### src/design/lqmr_pkg.sv
// ----------------------------------------------------------------------------
// lqmr_pkg: shared definitions for the linear queue with max and reverse read
// Sizes, operation codes and status codes used by the queue logic.
// ----------------------------------------------------------------------------
package lqmr_pkg;

    // Number of entries in the value store.
    localparam int DEPTH       = 32;
    // Largest number of entries that one reverse read may return.
    localparam int MAX_RESULTS = 32;

    // Field widths.
    localparam int DATA_W   = 32;
    localparam int OP_W     = 2;
    localparam int COUNT_W  = 6;
    localparam int STATUS_W = 2;

    // Store address and fill counter widths.
    localparam int ADDR_W = (DEPTH > 1) ? $clog2(DEPTH) : 1;
    localparam int CNT_W  = $clog2(DEPTH + 1);
    // Width used to compare a requested count against the fill counter.
    localparam int CMP_W  = (CNT_W > COUNT_W) ? CNT_W : COUNT_W;

    // Operation codes.
    localparam logic [OP_W-1:0] OP_PUT = 2'd0;
    localparam logic [OP_W-1:0] OP_GET = 2'd1;
    localparam logic [OP_W-1:0] OP_REV = 2'd2;

    // Result status codes.
    localparam logic [STATUS_W-1:0] STAT_OK        = 2'd0;
    localparam logic [STATUS_W-1:0] STAT_FULL      = 2'd1;
    localparam logic [STATUS_W-1:0] STAT_UNDERFLOW = 2'd2;
    localparam logic [STATUS_W-1:0] STAT_SHORT     = 2'd3;

endpackage

### src/design/linear_queue_with_max_and_reverse_read_top.sv
// ----------------------------------------------------------------------------
// linear_queue_with_max_and_reverse_read_top: non-circular queue with maximum
// A linear store of signed values with get, reverse read and a running max.
// ----------------------------------------------------------------------------
// Usage:
// The input channel (in_valid, in_stall, op, value, count) carries one
// command per transaction: put a value, get the oldest unread value, or read
// back the newest count values, newest first. The output channel (out_valid,
// out_stall, data, status, largest, largest_valid, last) carries one result
// per transaction; last marks the final result of a command.
// A put, or any command that ends in an error status, shows its result in the
// cycle after it is taken, so puts run at one per cycle while out_stall is low.
// A get reads the synchronous store into its read register, then into the
// output register. A reverse read moves its first entry the same way, then one
// entry per cycle while out_stall is low, paced by the single read port of the
// store. A reverse read of zero entries and the unused op code give no result.
// The block takes a new command only when no earlier command is still
// reading and the output register is free or being emptied in that cycle.
// When the receiver stalls, the output register holds its result and the
// block waits. Reset empties the queue and clears the running maximum; the
// store contents are not cleared and are only read where written.
// ----------------------------------------------------------------------------
module linear_queue_with_max_and_reverse_read_top
    import lqmr_pkg::*;
(
    input  logic                       clk,
    input  logic                       rst_n,
    // Command channel
    input  logic                       in_valid,
    output logic                       in_stall,
    input  logic        [OP_W-1:0]     op,
    input  logic signed [DATA_W-1:0]   value,
    input  logic        [COUNT_W-1:0]  count,
    // Result channel
    output logic                       out_valid,
    input  logic                       out_stall,
    output logic signed [DATA_W-1:0]   data,
    output logic        [STATUS_W-1:0] status,
    output logic signed [DATA_W-1:0]   largest,
    output logic                       largest_valid,
    output logic                       last
);

    // Sequencer state codes.
    localparam logic [1:0] S_IDLE = 2'd0;
    localparam logic [1:0] S_GET  = 2'd1;
    localparam logic [1:0] S_REV  = 2'd2;

    // Control registers.
    logic [1:0]         state_reg, state_next;
    logic [CNT_W-1:0]   put_count_reg, put_count_next;
    logic [CNT_W-1:0]   get_count_reg, get_count_next;
    logic [ADDR_W-1:0]  rptr_reg, rptr_next;
    logic [COUNT_W-1:0] rem_reg, rem_next;
    logic               out_valid_reg, out_valid_next;

    // Running maximum and output payload registers.
    logic signed [DATA_W-1:0] max_reg, max_next;
    logic signed [DATA_W-1:0] data_reg, data_next;
    logic [STATUS_W-1:0]      status_reg, status_next;
    logic signed [DATA_W-1:0] largest_reg, largest_next;
    logic                     lvalid_reg, lvalid_next;
    logic                     last_reg, last_next;

    // Store and its ports.
    logic [DATA_W-1:0] mem [DEPTH];
    logic [DATA_W-1:0] rd_data_reg;
    logic              wr_en;
    logic [ADDR_W-1:0] wr_addr;
    logic              rd_en;
    logic [ADDR_W-1:0] rd_addr;

    // Handshake helpers.
    logic out_free;
    logic in_take;
    logic full;
    logic too_many;

    assign out_free = !out_valid_reg || !out_stall;
    assign in_stall = (state_reg != S_IDLE) || !out_free;
    assign in_take  = in_valid && !in_stall;
    assign full     = (put_count_reg == CNT_W'(DEPTH));
    assign too_many = (CMP_W'(count) > CMP_W'(put_count_reg))
                   || (count > COUNT_W'(MAX_RESULTS));

    // Command sequencing, store access and result formation.
    always_comb
    begin
        state_next     = state_reg;
        put_count_next = put_count_reg;
        get_count_next = get_count_reg;
        rptr_next      = rptr_reg;
        rem_next       = rem_reg;
        max_next       = max_reg;
        out_valid_next = out_valid_reg && out_stall;
        data_next      = data_reg;
        status_next    = status_reg;
        largest_next   = largest_reg;
        lvalid_next    = lvalid_reg;
        last_next      = last_reg;
        wr_en          = 1'b0;
        wr_addr        = put_count_reg[ADDR_W-1:0];
        rd_en          = 1'b0;
        rd_addr        = rptr_reg;

        case (state_reg)
            S_IDLE:
            begin
                if (in_take)
                begin
                    case (op)
                        OP_PUT:
                        begin
                            out_valid_next = 1'b1;
                            data_next      = '0;
                            last_next      = 1'b1;
                            if (full)
                            begin
                                status_next  = STAT_FULL;
                                largest_next = max_reg;
                                lvalid_next  = (put_count_reg != '0);
                            end
                            else
                            begin
                                // Append and fold the value into the maximum.
                                wr_en          = 1'b1;
                                put_count_next = put_count_reg + CNT_W'(1);
                                if ((put_count_reg == '0) || (value > max_reg))
                                begin
                                    max_next = value;
                                end
                                status_next  = STAT_OK;
                                largest_next = max_next;
                                lvalid_next  = 1'b1;
                            end
                        end
                        OP_GET:
                        begin
                            if (get_count_reg >= put_count_reg)
                            begin
                                out_valid_next = 1'b1;
                                data_next      = '0;
                                status_next    = STAT_UNDERFLOW;
                                largest_next   = max_reg;
                                lvalid_next    = (put_count_reg != '0);
                                last_next      = 1'b1;
                            end
                            else
                            begin
                                rd_en          = 1'b1;
                                rd_addr        = get_count_reg[ADDR_W-1:0];
                                get_count_next = get_count_reg + CNT_W'(1);
                                state_next     = S_GET;
                            end
                        end
                        OP_REV:
                        begin
                            if (count == '0)
                            begin
                                state_next = S_IDLE;
                            end
                            else if (too_many)
                            begin
                                out_valid_next = 1'b1;
                                data_next      = '0;
                                status_next    = STAT_SHORT;
                                largest_next   = max_reg;
                                lvalid_next    = (put_count_reg != '0);
                                last_next      = 1'b1;
                            end
                            else
                            begin
                                // Start at the newest entry and walk downward.
                                rd_en      = 1'b1;
                                rd_addr    = ADDR_W'(put_count_reg - CNT_W'(1));
                                rptr_next  = ADDR_W'(put_count_reg - CNT_W'(2));
                                rem_next   = count;
                                state_next = S_REV;
                            end
                        end
                        default:
                        begin
                            state_next = S_IDLE;
                        end
                    endcase
                end
            end
            S_GET:
            begin
                if (out_free)
                begin
                    out_valid_next = 1'b1;
                    data_next      = rd_data_reg;
                    status_next    = STAT_OK;
                    largest_next   = max_reg;
                    lvalid_next    = 1'b1;
                    last_next      = 1'b1;
                    state_next     = S_IDLE;
                end
            end
            S_REV:
            begin
                // Hand out the entry in the read register and fetch the next one unless it is the last.
                if (out_free)
                begin
                    out_valid_next = 1'b1;
                    data_next      = rd_data_reg;
                    status_next    = STAT_OK;
                    largest_next   = max_reg;
                    lvalid_next    = 1'b1;
                    last_next      = (rem_reg == COUNT_W'(1));
                    if (rem_reg == COUNT_W'(1))
                    begin
                        state_next = S_IDLE;
                    end
                    else
                    begin
                        rd_en     = 1'b1;
                        rd_addr   = rptr_reg;
                        rptr_next = rptr_reg - ADDR_W'(1);
                        rem_next  = rem_reg - COUNT_W'(1);
                    end
                end
            end
            default:
            begin
                state_next = S_IDLE;
            end
        endcase
    end

    // Control registers.
    always_ff @(posedge clk or negedge rst_n)
    begin
        if (!rst_n)
        begin
            state_reg     <= S_IDLE;
            put_count_reg <= '0;
            get_count_reg <= '0;
            rptr_reg      <= '0;
            rem_reg       <= '0;
            max_reg       <= '0;
            out_valid_reg <= 1'b0;
        end
        else
        begin
            state_reg     <= state_next;
            put_count_reg <= put_count_next;
            get_count_reg <= get_count_next;
            rptr_reg      <= rptr_next;
            rem_reg       <= rem_next;
            max_reg       <= max_next;
            out_valid_reg <= out_valid_next;
        end
    end

    // Output payload registers.
    always_ff @(posedge clk)
    begin
        data_reg    <= data_next;
        status_reg  <= status_next;
        largest_reg <= largest_next;
        lvalid_reg  <= lvalid_next;
        last_reg    <= last_next;
    end

    // Value store: one write port, one registered read port.
    always_ff @(posedge clk)
    begin
        if (wr_en)
        begin
            mem[wr_addr] <= value;
        end
        if (rd_en)
        begin
            rd_data_reg <= mem[rd_addr];
        end
    end

    // Result channel outputs.
    assign out_valid     = out_valid_reg;
    assign data          = data_reg;
    assign status        = status_reg;
    assign largest       = largest_reg;
    assign largest_valid = lvalid_reg;
    assign last          = last_reg;

endmodule
### config.mk
export PLATFORM = sky130hd
export DESIGN_NAME = linear_queue_with_max_and_reverse_read_top
export DESIGN_NICKNAME = d
export VERILOG_FILES = /design/src/design/lqmr_pkg.sv /design/src/design/linear_queue_with_max_and_reverse_read_top.sv
export SDC_FILE = /design/constraint.sdc
export NUM_CORES = 1
export LEC_CHECK = 0
export BUFFER_PORTS_ARGS = -buffer_cell sky130_fd_sc_hd__buf_2
export CAP_MARGIN = 20
export CORE_MARGIN = 2
export CORE_UTILIZATION = 30
export DETAILED_ROUTE_END_ITERATION = 6
export SYNTH_ARGS = -nofsm -noshare
export SYNTH_HDL_FRONTEND = slang
export SYNTH_SLANG_ARGS = --single-unit
### constraint.sdc
create_clock -name clk -period 8.37 [get_ports clk]
set_input_delay 0.4185 -clock clk [delete_from_list [all_inputs] [get_ports clk]]
set_output_delay 0.4185 -clock clk [all_outputs]
set_load 0.01 [all_outputs]
==> results.sh <==
export IMPL_syn_to_final_growth_pct=15.0
export IMPL_end_kind="register"
export IMPL_min_period_ns=6.20
export IMPL_largest_reg_flops=1024
export IMPL_layout_common_cells="edfxtp_1 (1,124), nand2_1 (862), nand3_1 (306)"
export IMPL_avgSynthCellArea_sq_um=13.7
export IMPL_cts_buffers=115
export IMPL_path_clk_slew_ns=0.06
export IMPL_start_util_pct=30.1
export IMPL_seq_area_sq_um=35200
export IMPL_setup_tns_ns=0
export IMPL_status="completed"
export IMPL_p_int_uw=11800
export IMPL_finalWorstSetupSlack_ns=2.17
export IMPL_pwr_share_clk_pct=28.7
export IMPL_final_nets=3665
export IMPL_clkLatencyLatePin_ns=0.74
export IMPL_critPathSlowestCell="dfrtp_1"
export IMPL_cts_sinks=1182
export IMPL_grt_pass1_vias=28525
export IMPL_dp_cells=5511
export IMPL_final_hold_violation_count=0
export IMPL_worst_slew_pin_slew_ns=1.05
export IMPL_setup_violations=0
export IMPL_final_area_sq_um=54700
export IMPL_hold_start="count[5]"
export IMPL_first_pass_iters=6
export IMPL_antenna_found_initial=8
export IMPL_portBuffers=113
export IMPL_grt_pass1_wl_mm=196
export IMPL_core_area_sq_um=158000
export IMPL_drt_iter0_drc=3081
export IMPL_slew_violations=0
export IMPL_timing_hold_ws_ns=0.0578
export IMPL_p_sw_uw=6450
export IMPL_synthFlopType="edfxtp_1"
export IMPL_nFillCells=15221
export IMPL_track_usage_pct=16.3
export IMPL_routed_wl_mm=135
export IMPL_grt_max_degree=187
export IMPL_pin_count=114
export IMPL_place_gp_congestion=0.796
export IMPL_cts_tree="built"
export IMPL_crit_type="register to register"
export IMPL_dp_hpwl_mm=70.6
export IMPL_wire_per_inst_microns=23.5
export IMPL_relSlewSlack_pct=30.1
export IMPL_fmax_mhz=161
export IMPL_combPwrFrac_pct=30.8
export IMPL_drc=0
export IMPL_cap_violations=0
export IMPL_die_area_sq_um=162000
export IMPL_instances_no_fill=5724
export IMPL_crit_path_max_incr_delay_ns=0.87
export IMPL_ys_types=57
export IMPL_viasPerCell=5.13
export IMPL_htree_levels=3
export IMPL_crit_path_end="rd_data_reg[23]"
export IMPL_critPathRequiredTime_ns=8.79
export IMPL_drive_gt1_share_pct=13.8
export IMPL_syn_area_sq_um=47600
export IMPL_p_sw_share_pct=35.3
export IMPL_yosysWarnings=0
export IMPL_post_cts_buffers=0
export IMPL_crit_path_max_fanout=72
export IMPL_grt_setup_unrepaired="no"
export IMPL_vias=29349
export IMPL_synth_nets=3568
export IMPL_dp_slack_ns=2.26
export IMPL_cts_root_buf="clkbuf_16"
export IMPL_multi_input_area_sq_um=11600
export IMPL_async_flop_share_pct=4.91
export IMPL_critPathLaunch="put_count_reg[4]"
export IMPL_syn_inst=3460
export IMPL_r2r_start="put_count_reg[4]"
export IMPL_overflow=0
export IMPL_p_per_area_nw_per_um2=334
export IMPL_seqPwrFrac_pct=40.4
export IMPL_finalCritPeriodShare_pct=74.1
export IMPL_yosys_register_bits=1182
export IMPL_synth_edff_count=1124
export IMPL_placed_cell_area_sq_um=50900
export IMPL_drtAntennaViolNets=0
export IMPL_layout_commonest_cell="edfxtp_1"
export IMPL_crit_chain="inv_1, ha_1, a21oi_1, nor2_1, a21oi_1, o21ai_0, o31ai_4, buf_4, nand2_4, nor2_4, buf_4, a32oi_1, nand4_1, nand4_1"
export IMPL_ys_seq_area_share_pct=74.0
export IMPL_reg2reg_slack_ns=2.17
export IMPL_startpoint_type="register"
export IMPL_rows=146
export IMPL_rr_endpoint="rd_data_reg[23]"
export IMPL_die_x_microns=402
export IMPL_max_vdd_ir_drop_mv=0.307
export IMPL_clk_path_buf_depth=3
export IMPL_die_y_microns=402
export IMPL_cp_arrival_ns=6.62
export IMPL_power_leakage_uw=0.0185
export IMPL_regMostFlops="mem"
export IMPL_r2r_cells=14
export IMPL_finClkSkew_ns=0.0490
export IMPL_hp_class="input port to register"
-- synthesized netlist by cell type (all sizes together), types with 3 or more instances --
cell / number / area (sq um)
a211oi: 67 / 503
a21o: 6 / 45.0
a21oi: 25 / 129
a311oi: 31 / 397
a31oi: 98 / 619
a32o: 3 / 30.0
a32oi: 69 / 604
and2: 39 / 244
and3: 66 / 413
buf: 62 / 314
clkbuf: 149 / 559
dfrtp: 58 / 1450
edfxtp: 1124 / 33800
ha: 64 / 801
inv: 56 / 210
mux2: 65 / 732
mux2i: 36 / 360
nand2: 865 / 3250
nand2b: 4 / 25.0
nand3: 306 / 1530
nand4: 106 / 663
nor2: 48 / 185
nor2b: 6 / 37.5
nor3: 21 / 105
nor3b: 4 / 40.0
o211ai: 4 / 30.0
o21a: 4 / 30.0
o21ai: 28 / 140
o22ai: 9 / 56.3
o31ai: 3 / 22.5
or3: 4 / 30.0
xnor2: 12 / 105
-- repair_timing --
| action | 4_1_cts | 5_1_grt |
|---|---|---|
| hold buffers | 1 | 0 |
| resized for setup | 0 | 0 |
| endpoints found under the setup margin | 0 | 0 |
| hold endpoints to repair | 58 | 0 |
-- power groups by stage --
stage | logic [uW] | registers (uW) | clock network [uW]
2_1_floorplan | 3610 | 7500 | 0
3_3_place_gp | 5620 | 7520 | 0
3_5_place_dp | 5680 | 7520 | 0
4_1_cts | 5700 | 7410 | 5340
5_1_grt | 6200 | 7440 | 5570
6_report | 5640 | 7390 | 5250
-- metal layers --
layer | routed length [microns] | part of all wire (%) | global-route usage (%)
met5 | 0 | 0 | 0
met4 | 3680 | 2.7 | 5.24
met3 | 8370 | 6.2 | 2.20
met2 | 66500 | 49 | 27.9
met1 | 56000 | 42 | 21.3
-- cell type report --
cell class / count / share of cell area (%)
diodes: 2 / 0.00915
clock buffers: 149 / 5.62
clock inverters: 61 / 1.39
inverters: 56 / 0.384
multi-input cells: 2011 / 21.3
flip-flops and latches: 1182 / 64.3
well taps: 2072 / 4.74
repair buffers: 191 / 2.25
-- worst max-delay path, delay by kind of cell, from the launching register on --
family,cells,cell delay [ns]
AND/OR/NAND/NOR,5,1.80
buffers and inverters,3,1.65
AO/OA/AOI/OAI,5,1.07
flip-flops,1,0.87
adder cells (fa/ha/maj),1,0.41
-- kinds of logic after synthesis --
| logic type | after synthesis | synth area share [%] |
|---|---|---|
| flip-flops | 1182 | 74.0 |
| buffers and inverters | 267 | 2.28 |
| multiplexers | 101 | 2.30 |
| AO/OA/AOI/OAI | 355 | 5.64 |
| adder cells (fa/ha/maj) | 64 | 1.68 |
| AND/OR/NAND/NOR | 1477 | 13.8 |
| XOR/XNOR | 14 | 0.258 |
-- stage by stage --
step / util, % / total power, uW
2_1_floorplan: - / 11100
3_3_place_gp: 32.2 / 13100
3_5_place_dp: 32.2 / 13200
4_1_cts: 34.7 / 18400
5_1_grt: 34.7 / 19200
6_report: 34.7 / 18300
-- how the worst min path moves through the flow --
| stage | to | slack, ns | cells after the start |
|---|---|---|---|
| 2_1_floorplan | get_count_reg[0] | 0.12 | 0 |
| 3_3_place_gp | get_count_reg[5] | 0.48 | 1 |
| 3_5_place_dp | get_count_reg[5] | 0.51 | 1 |
| 4_1_cts | rem_reg[3] | 0.0008 | 3 |
| 5_1_grt | rem_reg[2] | 0.05 | 3 |
| 6_report | rem_reg[5] | 0.06 | 3 |
Note: power is estimated with default switching activity, not from simulation.
